[src/sv/tpsc_pkg.sv]
`default_nettype none

package tpsc_pkg;

  // field and register widths
  localparam int SEL_W     = 2;
  localparam int GAIN_W    = 16;
  localparam int TS_W      = 16;
  localparam int EL_W      = 20;
  localparam int OUT_W     = 14;
  localparam int FRAC_W    = 12;
  localparam int PDATA_W   = 32;
  localparam int PADDR_W   = 4;
  localparam int REG_IDX_W = 2;

  // elapsed time path: t = el * ts, numerator = t * 2^8 + half, dt = numerator / 1e6
  localparam int T_W   = EL_W + TS_W;
  localparam int NUM_W = T_W + 8;
  localparam int DT_W  = 25;
  localparam int REM_W = 20;
  localparam int CNT_W = 5;

  // clamped sum before rounding, in Q14.12
  localparam int NV_W = 26;

  localparam int US_PER_S    = 1000000;
  localparam int HALF_US     = 500000;
  localparam int STEER_LIMIT = 6430;
  localparam int STEER_GUARD = 6431;

  localparam logic [SEL_W-1:0] SEL_NEAR = 2'd0;
  localparam logic [SEL_W-1:0] SEL_FAR  = 2'd1;

  localparam logic [REG_IDX_W-1:0] REG_FAR_GAIN   = 2'd0;
  localparam logic [REG_IDX_W-1:0] REG_NEAR_GAIN  = 2'd1;
  localparam logic [REG_IDX_W-1:0] REG_INT_GAIN   = 2'd2;
  localparam logic [REG_IDX_W-1:0] REG_TIME_SCALE = 2'd3;

  localparam logic [GAIN_W-1:0] GAIN_RST       = 16'd71;
  localparam logic [TS_W-1:0]   TIME_SCALE_RST = 16'd256;

endpackage

`default_nettype wire

[src/sv/two_point_steering_controller.sv]
`default_nettype none

// channel   | handshake                        | payload
// ----------+----------------------------------+---------------------------------------------
// input     | in_valid / in_ready              | in_point_select, in_aim_angle, in_elapsed_us
// result    | out_valid / out_ready            | out_steering_angle
// config    | psel, penable, pwrite, pready    | paddr, pwdata, prdata
//
// out_valid rises after an input beat has passed through one bit-serial shift-add unit
// (a 16-bit elapsed-time pass, three signed 16-bit gain passes, a 25-bit integral pass)
// and a 25-step restoring divide by one million; in_ready stays low until the result is
// moved to the output register, so only one input is in flight at a time.
// rst_n is synchronous; it clears the held angles and loads the register defaults.
// a held result never blocks input; a second result waits in the final step until taken.

module two_point_steering_controller #(
  parameter int ANGLE_WIDTH = 16
) (
  input  logic                                clk,
  input  logic                                rst_n,
  input  logic                                in_valid,
  output logic                                in_ready,
  input  logic [tpsc_pkg::SEL_W-1:0]          in_point_select,
  input  logic signed [ANGLE_WIDTH-1:0]       in_aim_angle,
  input  logic [tpsc_pkg::EL_W-1:0]           in_elapsed_us,
  output logic                                out_valid,
  input  logic                                out_ready,
  output logic signed [tpsc_pkg::OUT_W-1:0]   out_steering_angle,
  input  logic                                psel,
  input  logic                                penable,
  input  logic                                pwrite,
  input  logic [tpsc_pkg::PADDR_W-1:0]        paddr,
  input  logic [tpsc_pkg::PDATA_W-1:0]        pwdata,
  output logic [tpsc_pkg::PDATA_W-1:0]        prdata,
  output logic                                pready
);

  import tpsc_pkg::*;

  // angle change, running sum (Q.12) and product widths
  localparam int DW = ANGLE_WIDTH + 1;
  localparam int SW = ANGLE_WIDTH + 26;
  localparam int PW = ANGLE_WIDTH + 41;

  localparam logic signed [SW-1:0]    LIM_S   = SW'(STEER_GUARD * (1 << FRAC_W));
  localparam logic signed [SW-1:0]    NLIM_S  = -LIM_S;
  localparam logic signed [OUT_W-1:0] OUT_MAX = OUT_W'(STEER_LIMIT);
  localparam logic signed [OUT_W-1:0] OUT_MIN = -OUT_MAX;

  typedef enum logic [3:0] {
    S_IDLE, S_TMUL, S_DIVLD, S_DIV, S_FAR, S_NEAR, S_IMUL, S_ABS, S_IDT, S_INTEG, S_FIN
  } state_t;

  state_t state_r, state_nxt;

  logic [GAIN_W-1:0] far_gain_r, far_gain_nxt;
  logic [GAIN_W-1:0] near_gain_r, near_gain_nxt;
  logic [GAIN_W-1:0] int_gain_r, int_gain_nxt;
  logic [TS_W-1:0]   time_scale_r, time_scale_nxt;

  logic signed [ANGLE_WIDTH-1:0] near_now_r, near_now_nxt;
  logic signed [ANGLE_WIDTH-1:0] near_prev_r, near_prev_nxt;
  logic signed [ANGLE_WIDTH-1:0] far_now_r, far_now_nxt;
  logic signed [ANGLE_WIDTH-1:0] far_prev_r, far_prev_nxt;
  logic signed [OUT_W-1:0]       steer_now_r, steer_now_nxt;

  logic                    out_valid_r, out_valid_nxt;
  logic signed [OUT_W-1:0] out_data_r, out_data_nxt;

  logic [PW-1:0]         mc_r, mc_nxt;
  logic [DT_W-1:0]       mp_r, mp_nxt;
  logic [PW-1:0]         prod_r, prod_nxt;
  logic signed [SW-1:0]  sum_r, sum_nxt;
  logic [CNT_W-1:0]      cnt_r, cnt_nxt;
  logic                  neg_r, neg_nxt;
  logic [DT_W-1:0]       lo_r, lo_nxt;
  logic [REM_W-1:0]      rem_r, rem_nxt;
  logic [DT_W-1:0]       dt_r, dt_nxt;

  logic                    wr_en;
  logic [REG_IDX_W-1:0]    reg_idx;
  logic                    is_sum;
  logic                    sgn_last;
  logic                    sub;
  logic [PW-1:0]           addend;
  logic [PW-1:0]           tgt;
  logic [PW-1:0]           acc_res;
  logic [REM_W:0]          trial;
  logic                    ge;
  logic [NUM_W-1:0]        num;
  logic signed [DW-1:0]    far_diff;
  logic signed [DW-1:0]    near_diff;
  logic signed [NV_W-1:0]  nvc;
  logic signed [NV_W-1:0]  rsum;
  logic signed [OUT_W-1:0] rnd;
  logic signed [OUT_W-1:0] res;

  assign in_ready           = (state_r == S_IDLE);
  assign out_valid          = out_valid_r;
  assign out_steering_angle = out_data_r;
  assign pready             = 1'b1;
  assign reg_idx            = paddr[PADDR_W-1:2];
  assign wr_en              = psel && penable && pwrite;

  always_comb begin
    unique case (reg_idx)
      REG_FAR_GAIN:   prdata = PDATA_W'(far_gain_r);
      REG_NEAR_GAIN:  prdata = PDATA_W'(near_gain_r);
      REG_INT_GAIN:   prdata = PDATA_W'(int_gain_r);
      REG_TIME_SCALE: prdata = PDATA_W'(time_scale_r);
    endcase
  end

  // shared shift-add step; the gain's top bit carries negative weight
  assign is_sum   = (state_r == S_FAR) || (state_r == S_NEAR);
  assign sgn_last = (is_sum || (state_r == S_IMUL)) && (cnt_r == CNT_W'(GAIN_W - 1));
  assign sub      = is_sum ^ sgn_last;
  assign addend   = mp_r[0] ? mc_r : '0;
  assign tgt      = is_sum ? PW'(sum_r) : prod_r;
  assign acc_res  = tgt + (addend ^ {PW{sub}}) + PW'(sub);

  // restoring divide by one million, one quotient bit a cycle
  assign trial = {rem_r, lo_r[DT_W-1]};
  assign ge    = (trial >= (REM_W + 1)'(US_PER_S));
  assign num   = {prod_r[T_W-1:0], {(NUM_W - T_W){1'b0}}} + NUM_W'(HALF_US);

  assign far_diff  = DW'(far_now_r) - DW'(far_prev_r);
  assign near_diff = DW'(near_now_r) - DW'(near_prev_r);

  // clamp, round half up from Q.12 to an integer, clamp again
  always_comb begin
    if (sum_r > LIM_S) begin
      nvc = NV_W'(LIM_S);
    end else if (sum_r < NLIM_S) begin
      nvc = NV_W'(NLIM_S);
    end else begin
      nvc = sum_r[NV_W-1:0];
    end
    rsum = nvc + NV_W'(1 << (FRAC_W - 1));
    rnd  = rsum[NV_W-1:FRAC_W];
    if (rnd > OUT_MAX) begin
      res = OUT_MAX;
    end else if (rnd < OUT_MIN) begin
      res = OUT_MIN;
    end else begin
      res = rnd;
    end
  end

  always_comb begin
    state_nxt      = state_r;
    far_gain_nxt   = far_gain_r;
    near_gain_nxt  = near_gain_r;
    int_gain_nxt   = int_gain_r;
    time_scale_nxt = time_scale_r;
    near_now_nxt   = near_now_r;
    near_prev_nxt  = near_prev_r;
    far_now_nxt    = far_now_r;
    far_prev_nxt   = far_prev_r;
    steer_now_nxt  = steer_now_r;
    out_valid_nxt  = out_valid_r;
    out_data_nxt   = out_data_r;
    mc_nxt         = mc_r;
    mp_nxt         = mp_r;
    prod_nxt       = prod_r;
    sum_nxt        = sum_r;
    cnt_nxt        = cnt_r;
    neg_nxt        = neg_r;
    lo_nxt         = lo_r;
    rem_nxt        = rem_r;
    dt_nxt         = dt_r;

    if (wr_en) begin
      unique case (reg_idx)
        REG_FAR_GAIN:   far_gain_nxt   = pwdata[GAIN_W-1:0];
        REG_NEAR_GAIN:  near_gain_nxt  = pwdata[GAIN_W-1:0];
        REG_INT_GAIN:   int_gain_nxt   = pwdata[GAIN_W-1:0];
        REG_TIME_SCALE: time_scale_nxt = pwdata[TS_W-1:0];
      endcase
    end

    if (out_valid_r && out_ready) begin
      out_valid_nxt = 1'b0;
    end

    unique case (state_r)
      S_IDLE: begin
        if (in_valid) begin
          if (in_point_select == SEL_NEAR) begin
            near_now_nxt = in_aim_angle;
          end else if (in_point_select == SEL_FAR) begin
            far_now_nxt = in_aim_angle;
          end
          mc_nxt    = PW'(in_elapsed_us);
          mp_nxt    = DT_W'(time_scale_r);
          prod_nxt  = '0;
          sum_nxt   = SW'($signed({steer_now_r, {FRAC_W{1'b0}}}));
          cnt_nxt   = '0;
          state_nxt = S_TMUL;
        end
      end
      S_TMUL, S_IMUL, S_IDT: begin
        prod_nxt = acc_res;
        mc_nxt   = mc_r << 1;
        mp_nxt   = mp_r >> 1;
        cnt_nxt  = cnt_r + 1'b1;
        if (state_r == S_TMUL && cnt_r == CNT_W'(TS_W - 1)) begin
          state_nxt = S_DIVLD;
        end else if (state_r == S_IMUL && cnt_r == CNT_W'(GAIN_W - 1)) begin
          state_nxt = S_ABS;
        end else if (state_r == S_IDT && cnt_r == CNT_W'(DT_W - 1)) begin
          state_nxt = S_INTEG;
        end
      end
      S_DIVLD: begin
        rem_nxt   = REM_W'(num[NUM_W-1:DT_W]);
        lo_nxt    = num[DT_W-1:0];
        mc_nxt    = PW'(far_diff);
        mp_nxt    = DT_W'(far_gain_r);
        cnt_nxt   = '0;
        state_nxt = S_DIV;
      end
      S_DIV: begin
        rem_nxt = ge ? REM_W'(trial - (REM_W + 1)'(US_PER_S)) : trial[REM_W-1:0];
        dt_nxt  = {dt_r[DT_W-2:0], ge};
        lo_nxt  = lo_r << 1;
        cnt_nxt = cnt_r + 1'b1;
        if (cnt_r == CNT_W'(DT_W - 1)) begin
          cnt_nxt   = '0;
          state_nxt = S_FAR;
        end
      end
      S_FAR, S_NEAR: begin
        sum_nxt = SW'(acc_res);
        mc_nxt  = mc_r << 1;
        mp_nxt  = mp_r >> 1;
        cnt_nxt = cnt_r + 1'b1;
        if (cnt_r == CNT_W'(GAIN_W - 1)) begin
          cnt_nxt = '0;
          if (state_r == S_FAR) begin
            mc_nxt    = PW'(near_diff);
            mp_nxt    = DT_W'(near_gain_r);
            state_nxt = S_NEAR;
          end else begin
            mc_nxt    = PW'(near_now_r);
            mp_nxt    = DT_W'(int_gain_r);
            prod_nxt  = '0;
            state_nxt = S_IMUL;
          end
        end
      end
      S_ABS: begin
        neg_nxt   = prod_r[PW-1];
        mc_nxt    = prod_r[PW-1] ? (~prod_r + 1'b1) : prod_r;
        mp_nxt    = dt_r;
        prod_nxt  = '0;
        cnt_nxt   = '0;
        state_nxt = S_IDT;
      end
      S_INTEG: begin
        // integral term truncated toward zero, sign restored here
        if (neg_r) begin
          sum_nxt = sum_r + SW'(prod_r[PW-1:16]);
        end else begin
          sum_nxt = sum_r - SW'(prod_r[PW-1:16]);
        end
        state_nxt = S_FIN;
      end
      S_FIN: begin
        if (!out_valid_r || out_ready) begin
          out_valid_nxt = 1'b1;
          out_data_nxt  = res;
          steer_now_nxt = res;
          near_prev_nxt = near_now_r;
          far_prev_nxt  = far_now_r;
          state_nxt     = S_IDLE;
        end
      end
      default: state_nxt = S_IDLE;
    endcase
  end

  always_ff @(posedge clk) begin
    mc_r       <= mc_nxt;
    mp_r       <= mp_nxt;
    prod_r     <= prod_nxt;
    sum_r      <= sum_nxt;
    cnt_r      <= cnt_nxt;
    neg_r      <= neg_nxt;
    lo_r       <= lo_nxt;
    rem_r      <= rem_nxt;
    dt_r       <= dt_nxt;
    out_data_r <= out_data_nxt;
    if (!rst_n) begin
      state_r      <= S_IDLE;
      out_valid_r  <= 1'b0;
      far_gain_r   <= GAIN_RST;
      near_gain_r  <= GAIN_RST;
      int_gain_r   <= GAIN_RST;
      time_scale_r <= TIME_SCALE_RST;
      near_now_r   <= '0;
      near_prev_r  <= '0;
      far_now_r    <= '0;
      far_prev_r   <= '0;
      steer_now_r  <= '0;
    end else begin
      state_r      <= state_nxt;
      out_valid_r  <= out_valid_nxt;
      far_gain_r   <= far_gain_nxt;
      near_gain_r  <= near_gain_nxt;
      int_gain_r   <= int_gain_nxt;
      time_scale_r <= time_scale_nxt;
      near_now_r   <= near_now_nxt;
      near_prev_r  <= near_prev_nxt;
      far_now_r    <= far_now_nxt;
      far_prev_r   <= far_prev_nxt;
      steer_now_r  <= steer_now_nxt;
    end
  end

endmodule

`default_nettype wire

[config.mk]
export PLATFORM = sky130hd
export DESIGN_NAME = two_point_steering_controller
export DESIGN_NICKNAME = d
export VERILOG_FILES = /design/src/sv/tpsc_pkg.sv /design/src/sv/two_point_steering_controller.sv
export SDC_FILE = /design/constraint.sdc
export NUM_CORES = 1
export LEC_CHECK = 0
export BUFFER_PORTS_ARGS = -buffer_cell sky130_fd_sc_hd__buf_2
export CAP_MARGIN = 25
export CORE_MARGIN = 2
export CORE_UTILIZATION = 25
export DETAILED_ROUTE_END_ITERATION = 10
export PLACE_DENSITY = 0.38
export SLEW_MARGIN = 10
export SYNTH_ARGS = -nofsm -noshare
export SYNTH_HDL_FRONTEND = slang
export SYNTH_SLANG_ARGS = --single-unit
export TNS_END_PERCENT = 100
[constraint.sdc]
create_clock -name clk -period 8.06 [get_ports clk]
set_input_delay 0.403 -clock clk [delete_from_list [all_inputs] [get_ports clk]]
set_output_delay 0.403 -clock clk [all_outputs]
set_load 0.05 [all_outputs]
---- Word-level counts from Yosys, hierarchy flattened ----
Cells that the tools add are included.
storage, ports and cells
  register bits ........................... 418
  latch bits .............................. 0
  RAM bits ................................ 0
  ROM bits ................................ 0
  bits of input ports ..................... 81
  output and inout port bits .............. 49
  memories kept ........................... 0
operators by class
  add/sub/neg operators ................... 11
  multipliers ............................. 0
  divide/modulo/power cells ............... 0
  magnitude comparators ................... 5
  equality and inequality tests ........... 22
  shift operators ......................... 0
  muxes and demuxes ....................... 42
  bitwise gates (word level) .............. 4
  reductions and logical operators ........ 34
operators by type and width
  cell                      count
  $mux W57                  9
  $pmux W57 S5              1
  $pmux W57 S4              1
  $pmux W32 S4              1
  $pmux W42 S3              1
  $pmux W25 S5              1
  $mux W42                  2
  $add A57 B1 Y57           1
  $add A57 B1 Y57 const B   1
  $add A57 B57 Y57          1
  $not A57 Y57              1
  $xor A57 B57 Y57          1
  $mux W26                  2
  $pmux W25 S2              1
  $add A44 B19 Y44 const B  1
  $add A42 B41 Y42          1
  $gt A42 B26 Y1 const B    1
  $lt A42 B26 Y1 const B    1
  $sub A42 B41 Y42          1
  $pmux W20 S2              1
  $sub A16 B16 Y17          2
  $pmux W4 S8               1
  $mux W14                  2
  $mux W4                   7
  other kinds (41)          76

---- Depth between registers and ports, before layout ----
Gate-level depths: netlist of the first run.
  depth in word-level cells ............... 9
  gate-level depth with buffers ........... 23

---- Worst setup path before layout of the first run ----
OpenSTA, ideal clock, no wires.
  path kind ............................... register to register
  from .................................... register state_r[0]
  to ...................................... register prod_r[0] (enable)
  arrival ................................. 5696 ps
  path slack .............................. 1813 ps
  stages on the path, launching flop included .. 8
  path buffers ............................ 4
  cells stage by stage .................... dfxtp_1 -> clkbuf_1 -> clkbuf_1 -> buf_1 -> clkbuf_1 -> a21oi_1 -> o21a_1 -> o21ai_0
between the ends
  longest elaborated chain between the ends .. 4
  elaborated cells on any way between the ends .. 14
  those cells by class .................... eq/ne: 9; reduce/logical: 5
ends and longest elaborated chain
  element                                                                     RTL line                              RTL
  start: declaration                                                          two_point_steering_controller.sv:54   state_t state_r, state_nxt;
  start signal: assignment                                                    two_point_steering_controller.sv:307  state_r <= state_nxt;
  $eq A4 B1 Y1 (tied with other cells)                                        two_point_steering_controller.sv:186  unique case (state_r)
  $reduce_or A3 Y1 / $reduce_or A2 Y1 (equally long branches)                 two_point_steering_controller.sv:186
  $reduce_bool A4 Y1 (no source line) / $ne A2 B2 Y1 (equally long branches)  n/a
  $reduce_and A4 Y1 (no source line) (*)                                      n/a
  end signal: assignment                                                      two_point_steering_controller.sv:286  prod_r <= prod_nxt;
  end: declaration                                                            two_point_steering_controller.sv:72   logic [PW-1:0] prod_r, prod_nxt;
Mark *: on every way between the ends. The rest lies on a longest branch, timed or not.
A chain may end at the register's enable or synchronous reset.

---- Final worst setup path of the first run ----
  from .................................... register prod_r[16]
  to ...................................... register sum_r[40] (data pin)
between the ends
  longest elaborated chain between the ends .. 4
  elaborated cells on any way between the ends .. 7
  those cells by class .................... add/sub: 4; mux: 3
ends and longest elaborated chain
  element                 RTL line                              RTL
  $mux W57                two_point_steering_controller.sv:119  assign tgt = is_sum ? PW'(sum_r) : prod_r;
  $add A57 B57 Y57        two_point_steering_controller.sv:120  assign acc_res = tgt + (addend ^ {PW{sub}}) + PW'(sub);
  $add A57 B1 Y57         two_point_steering_controller.sv:120
  $pmux W42 S3 (*)        two_point_steering_controller.sv:186
  named net sum_nxt[40]   two_point_steering_controller.sv:73   logic signed [SW-1:0] sum_r, sum_nxt;
  end signal: assignment  two_point_steering_controller.sv:287  sum_r <= sum_nxt;
  end: declaration        two_point_steering_controller.sv:73
Mark *: on every way through the listed nets, which the timed path passes. The rest lies on a longest branch.

==> results of run 1 <==
## worst min-delay path, cell delays in order
cell	delay [ns]
buf_2	0.09
nor2_1	0.04
a21oi_1	0.11
## state kept, by name (all words and copies together) (netlist names), 20 cells and up
signal  cells
rem_r      20
lo_r       20
mc_r       57
mp_r       25
prod_r     57
dt_r       25
sum_r      42
## power by group
part	internal [W]	switching, W
clock network	0.00156	0.00110
logic	0.000628	0.00103
registers	0.00242	0.000214
total	0.00460	0.00234
## layout make-up
type                            count  area [um^2]  area share
Multi-Input combinational cell   2664        17200       0.513
Sequential cell                   413        10900       0.326
Tap cell                         1524         1910      0.0569
Clock buffer                       78         1610      0.0480
Timing Repair Buffer              176         1180      0.0354
Inverter                           95          357      0.0106
Clock inverter                     26          322     0.00960
Antenna cell                        1         2.50   0.0000747
## metal layers
metal,share of wire,up-vias,track usage,wire length (um)
li1,-,12200,-,-
met1,0.47,12200,0.238,50300
met2,0.45,544,0.277,48100
met3,0.041,148,0.0236,4310
met4,0.031,2,0.0549,3300
met5,0.00012,-,0,13
## cell families after synthesis
| kind of cell | synth area share |
|---|---|
| AO/OA/AOI/OAI | 0.199 |
| XOR/XNOR | 0.0928 |
| AND/OR/NAND/NOR | 0.193 |
| buffers and inverters | 0.0453 |
| adder cells (fa/ha/maj) | 0.0622 |
| multiplexers | 0.0342 |
| flip-flops | 0.374 |
| other | 0.000257 |
## how the worst min path moves through the flow
| stage | to | slack (ns) | cells past startpoint |
|---|---|---|---|
| floorplan | neg_r$_DFFE_PP_ | 0.42 | 0 |
| global placement | dt_r[19]$_DFFE_PP_ | 0.43 | 0 |
| detailed placement | dt_r[5]$_DFFE_PP_ | 0.44 | 0 |
| CTS | mc_r[9]$_DFFE_PP_ | 0.02 | 3 |
| global route | mc_r[6]$_DFFE_PP_ | 0.07 | 3 |
| finish | mc_r[2]$_DFFE_PP_ | 0.08 | 3 |
## cell usage in the layout, fill, tap and decap left out, types with 59 or more instances in the layout
cell type / netlist / layout
a21boi_0: 95 / 95
a21o_1: 65 / 65
a21oi_1: 221 / 220
buf_2: 4 / 93
clkbuf_16: 0 / 59
dfxtp_1: 147 / 146
edfxtp_1: 266 / 266
ha_1: 139 / 139
inv_1: 95 / 92
mux2i_1: 63 / 63
nand2_1: 583 / 583
nand3_1: 85 / 85
nor2_1: 226 / 223
o21ai_0: 193 / 191
xnor2_1: 138 / 138
xor2_1: 172 / 172
## per-stage QoR
step / setup slack, ns / hold slack, ns / power [W]
after detailed placement: 1.65 / 0.438 / 0.00431
after floorplan: 1.81 / 0.424 / 0.00378
after CTS: 1.63 / 0.0190 / 0.00704
after global routing: 0.980 / 0.0698 / 0.00729
final: 1.56 / 0.0800 / 0.00695
after global placement: 1.69 / 0.429 / 0.00432
==> metrics.md, run 1 <==
| Metric | Value |
|---|---|
| Status | `finished, final reports clean` |
| Post-route minimum period | `6.50 ns` |
| Latest clock arrival within the worst-skew pair | `just under 0.7 ns` |
| CP max stage cell | `nor4_1` |
| Worst setup EP type | `register` |
| Dpl cell area | `~0.031 mm^2` |
| Post-CTS Resized | `0` |
| Cts hold-fix bufs | `33` |
| Syn_area_per_cell | `~8.6 um^2` |
| DPL Wire Length | `between 70 and 80 mm` |
| Share of Yosys cell area claimed by the top area cell type | `0.273` |
| CP required | `8.45 ns` |
| Post-CTS Setup Bufs | `0` |
| Library cells used by synthesis | `84` |
| Core Util, Final | `0.288` |
| Congestion Overflow GR | `0` |
| Std-Cell Rows | `125` |
| First-pass GRT wire length | `about 160 mm` |
| HP Start | `in_elapsed_us[2]` |
| Initial antenna violation count | `8` |
| Fin cells | `between 4000 and 5000` |
| Sequential element share of the synthesized area | `0.374` |
| Setup CP Type | `reg -> reg` |
| Clk slew on worst S/H paths | `around 0.06 ns` |
| Final #Nets | `3630` |
| Clock Sink Count | `~410` |
| Final instance area | `approximately 0.034 mm^2` |
| Final setup viols | `0` |
| Die H | `between 300 and 400 um` |
| Slew headroom | `0.305` |
| Die area | `approximately 0.12 mm^2` |
| Delay-heaviest family, CP | `simple AND/OR/NAND/NOR gates` |
| CTS tree | `done` |
| Setup TNS | `0 ns` |
| Total GRT Usage | `0.173` |
| Worst Setup SP | `prod_r[16]$_SDFFCE_PP0P_` |
| Pwr/cell area | `approximately 210 mW/mm^2` |
| Most frequent cell after synthesis | `nand2_1` |
| Max-cap viol count | `0` |
| Asr flop ratio synth | `0` |
| Worst r2r path cells | `20` |
| Area Growth Syn to Fin | `14.5%` |
| Remaining DRCs | `0` |
| Leak pwr | `12.6 nW` |
| WL per Instance | `around 21 um` |
| Vias in the first global route | `25000` |
| Die Wd | `346 um` |
| Netlist Area Pre-Place | `roughly 0.03 mm^2` |
| Largest net degree at the start of global routing | `between 80 and 90` |
| Area leader, netlist | `edfxtp_1` |
| Cells taking the most area after synthesis | `edfxtp_1 27%, dfxtp_1 10%, nand2_1 7.5%, ha_1 5.9%, xor2_1 5.1%` |
| Maximum fanout along the worst path | `9` |
| Routed vias/inst | `5.03` |
| DRT iter0 DRCs | `1540` |
| Reg2reg end | `sum_r[40]$_DFFE_PP_` |
| Worst Setup EP | `sum_r[40]$_DFFE_PP_` |
| WP buf/inv | `1` |
| CP peak stage delay | `between 0.6 and 0.7 ns` |
| FF-to-FF Start | `prod_r[16]$_SDFFCE_PP0P_` |
| Starting Density | `0.252` |
| Routed Antenna Nets | `0` |
| CP most frequent cell | `nor2_1` |
| Worst path depth | `20` |
| Clk_skew | `just over 0.07 ns` |
| CP cell instances | `inv_1, ha_1, or3b_4, or3_4, nor3b_4, nand2_2, or2_4, nor4_1, nor2_1, xor2_1, ha_1, nand4_1, nor2_1, a2111oi_0, nor2_1, a211oi_1, nor4_1, o31ai_1, mux2i_1, o21ai_0` |
| FF-to-FF setup slack | `1.56 ns` |
| Post-Place Cells | `4837` |
| WL final | `between 100 and 150 mm` |
| Slew @ Worst Pin | `1.04 ns` |
| Max Transition Viols Final | `0` |
| # IOs | `between 100 and 150` |
| CP arrival | `6.89 ns` |
| I/O Buffers | `94` |
| Core area | `~0.12 mm^2` |
| Clock Path Buffers | `3` |
| Root Driver | `clkbuf_16` |
| Pre-antenna DRT Iters | `8` |
| RSZ-0062 raised after global routing | `no` |
| Synth top cells by count | `583 x nand2_1, 266 x edfxtp_1, 226 x nor2_1, 221 x a21oi_1, 197 x clkbuf_1` |
| Worst Setup Start Kind | `register` |
| Final hold viol count | `0` |
| Final period utilization | `0.806` |
| Gate count after technology mapping | `between 3000 and 4000` |
| Num CTS Buffers | `56` |
| Ys Warns | `0` |
| Top FF cell, synth | `edfxtp_1` |
| Share of layout cells above drive strength 1 | `0.0863` |
| Htree depth | `2` |
| Filler cells | `12500` |
| Hold Path Class | `in -> reg` |
| Post-synth EDFFs | `roughly 270` |
| IR drop worst, VDD | `around 0.17 mV` |
| Max Clock Freq | `0.154 GHz` |
| Vias | `~25000` |
| Flops & latches, synth | `between 400 and 500` |
| RD Place Congestion | `slightly below 0.9` |
Power figures use the tool's default switching activity.
==> inputs of run 2 (changes only) <==
Clock period 8.06 ns to 6.6 ns, I/O delays scaled along.
==> run 2 against run 1 <==
Combinational power is 27% higher. Cell count increased by 0.94%. Critical path depth is 2 lower. Fmax grew 6.6%. Flip-flop and latch count stayed put. Via count rose by 0.44%. Final area grew 1.0%. First-iteration DRC count rose by 6.2%. Worst setup slack worse by 1.1 ns. Routed wire length increased by 0.78%. Hold slack worse by 0.043 ns. Critical path type unchanged. Critical endpoint is now prod_r[49]$_SDFFCE_PP0P_. Largest power group is now sequential cells.
==> metrics.md, run 2 (synthesized netlist as in run 1, its figures left out) <==
| Metric | Value |
|---|---|
| Status | `finished, final reports clean` |
| DPL Wire Length | `76.4 mm (+0.41%)` |
| CP cell instances | `ha_1, and3_1, ha_1, and3_1, a21oi_4, xor2_1, ha_1, a211o_1, a21oi_1, o21ai_0, a221o_1, o21ai_0, a21oi_1, o21ai_0, a21oi_1, buf_4, a311oi_1, mux2i_1` |
| RSZ-0062 raised after global routing | `no` |
| Sw Ratio | `0.343 (+0.00557)` |
| Slew @ Worst Pin | `1.03 ns (-0.0134 ns)` |
| WL final | `107 mm (+0.78%)` |
| NetSw | `0.00286 W (+22%)` |
| Total GRT Usage | `0.174 (+0.00120)` |
| RD Place Congestion | `0.896 (+0.55%)` |
| Die Wd | `346 um (unchanged)` |
| Delay-heaviest family, CP | `compound AO/OA/AOI/OAI gates` |
| # IOs | `130 (unchanged)` |
| Power Internal | `0.00548 W (+19%)` |
| Initial antenna violation count | `5 (-3)` |
| Htree depth | `2 (unchanged)` |
| Area Growth Syn to Fin | `15.7%` |
| Maximum fanout along the worst path | `14 (+5)` |
| Num CTS Buffers | `54 (-3.6%)` |
| Max-cap viol count | `0 (unchanged)` |
| CP required | `6.98 ns (-1.47 ns)` |
| Max Transition Viols Final | `0 (unchanged)` |
| CP peak stage delay | `0.62 ns (-0.03 ns)` |
| Final setup viols | `0 (unchanged)` |
| Max Clock Freq | `0.164 GHz (+6.6%)` |
| Pwr/cell area | `246 mW/mm^2 (+19%)` |
| Worst setup EP type | `register` |
| Remaining DRCs | `0 (unchanged)` |
| Combinational Power Share | `0.253 (+0.015)` |
| Routed vias/inst | `5.00 (-0.50%)` |
| Setup TNS | `0 ns (unchanged)` |
| Clk_skew | `0.0490 ns (-0.0221 ns)` |
| First-pass GRT wire length | `161 mm (+0.77%)` |
| Std-Cell Rows | `125 (unchanged)` |
| Routed Antenna Nets | `0 (unchanged)` |
| Final period utilization | `0.924 (+0.118)` |
| Final instance area | `0.0339 mm^2 (+1.0%)` |
| IR drop worst, VDD | `0.209 mV (+22%)` |
| Largest regs | `mc_r (57), prod_r (57), sum_r (42)` |
| Latest clock arrival within the worst-skew pair | `0.69 ns (about the same)` |
| Largest net degree at the start of global routing | `80 (-2.4%)` |
| Post-route minimum period | `6.10 ns (-0.399 ns)` |
| Die H | `346 um (unchanged)` |
| Vias in the first global route | `25000 (-0.20%)` |
| Leading cell type in the layout, fill and taps excluded | `nand2_1` |
| Congestion Overflow GR | `0 (unchanged)` |
| Slew headroom | `0.308 (+0.00258)` |
| Final hold viol count | `0 (unchanged)` |
| Worst Setup Start Kind | `register` |
| DRT iter0 DRCs | `1636 (+6.2%)` |
| Clock Sink Count | `413 (unchanged)` |
| Pre-antenna DRT Iters | `5 (-3)` |
| CP max stage cell | `o21ai_0` |
| Final #Nets | `3676 (+1.3%)` |
| Seq pwr share | `0.379 (about the same)` |
| Root Driver | `clkbuf_16` |
| WL per Instance | `21.3 um (-0.16%)` |
| Hold Path Class | `in -> reg` |
| Die area | `0.120 mm^2 (unchanged)` |
| Clock Path Buffers | `3 (unchanged)` |
| Dpl cell area | `0.0315 mm^2 (+1.0%)` |
| Clock Power Share | `0.368 (-0.015)` |
| I/O Buffers | `94 (unchanged)` |
| Setup CP Type | `reg -> reg` |
| Vias | `25100 (+0.44%)` |
| CP arrival | `6.48 ns (-0.41 ns)` |
| WHS | `0.0374 ns (-0.0426 ns)` |
| Post-CTS Setup Bufs | `0 (unchanged)` |
| Starting Density | `0.252 (unchanged)` |
| Commonest non-fill, non-tap cells in the layout | `583 x nand2_1, 266 x edfxtp_1, 223 x nor2_1, 220 x a21oi_1, 191 x o21ai_0` |
| Core area | `0.116 mm^2 (unchanged)` |
| WP buf/inv | `1 (unchanged)` |
| CTS tree | `done` |
| Clk slew on worst S/H paths | `0.06 ns (about the same)` |
| Share of layout cells above drive strength 1 | `0.0958 (+0.00944)` |
| Leak pwr | `12.8 nW (+1.6%)` |
[run 2: final timing paths]
kind / from / endpoint / slack, ns / depth (start not counted)
worst min register to register: dt_r[18]$_DFFE_PP_ / dt_r[19]$_DFFE_PP_ / 0.45 / 0
worst max register to register: cnt_r[0]$_DFFE_PP_ / prod_r[49]$_SDFFCE_PP0P_ / 0.50 / 18
worst min-delay path: in_aim_angle[15] / near_now_r[15]$_SDFFE_PN0P_ / 0.04 / 3
worst max-delay path: cnt_r[0]$_DFFE_PP_ / prod_r[49]$_SDFFCE_PP0P_ / 0.50 / 18
[run 2: repair_timing]
action,4_1_cts,5_1_grt
gates resized for setup,0,0
hold buffers,45,0
hold endpoints to repair,108,0
[run 2: cell type report]
| cell class | count | area, um^2 |
|---|---|---|
| multi-input combinational | 2664 | 17200 |
| fill | 12500 | 82400 |
| clock inverter | 19 | 178 |
| inverter | 95 | 357 |
| clock buffer | 83 | 1640 |
| timing repair buffer | 224 | 1640 |
| tap | 1524 | 1910 |
| sequential | 413 | 10900 |
| antenna | 2 | 5.00 |
[run 2: layer usage]
layer / GRT usage / wire (um) / vias to the layer above
met3: 0.0196 / 3790 / 122
met2: 0.291 / 50500 / 485
li1: - / - / 12200
met4: 0.0400 / 2220 / 0
met5: 0 / 0 / -
met1: 0.238 / 50400 / 12300
[run 2: per-stage QoR]
stage,setup WS [ns],util,power (W),cells
floorplan,0.353,-,0.00462,3410
global placement,0.543,0.271,0.00532,4873
detailed placement,0.480,0.271,0.00530,4873
CTS,0.428,0.291,0.00846,5020
global route,0.0406,0.291,0.00876,5023
finish,0.502,0.291,0.00834,5024
[run 2: power groups by stage]
stage | clock network (W) | logic, W | registers, W
after CTS | 0.00318 | 0.00211 | 0.00317
after detailed placement | 0 | 0.00208 | 0.00322
after global placement | 0 | 0.00209 | 0.00322
after floorplan | 0 | 0.00154 | 0.00307
final | 0.00307 | 0.00211 | 0.00316
after global routing | 0.00326 | 0.00232 | 0.00319
[run 2: worst reg2reg max path, cell delays in order (launching register included)]
cell and delay [ns]:
edfxtp_1 0.43, ha_1 0.25, and3_1 0.21, ha_1 0.29, and3_1 0.26, a21oi_4 0.54
xor2_1 0.16, ha_1 0.40, a211o_1 0.29, a21oi_1 0.25, o21ai_0 0.24, a221o_1 0.43
o21ai_0 0.62, a21oi_1 0.25, o21ai_0 0.42, a21oi_1 0.16, buf_4 0.19, a311oi_1 0.32
mux2i_1 0.12
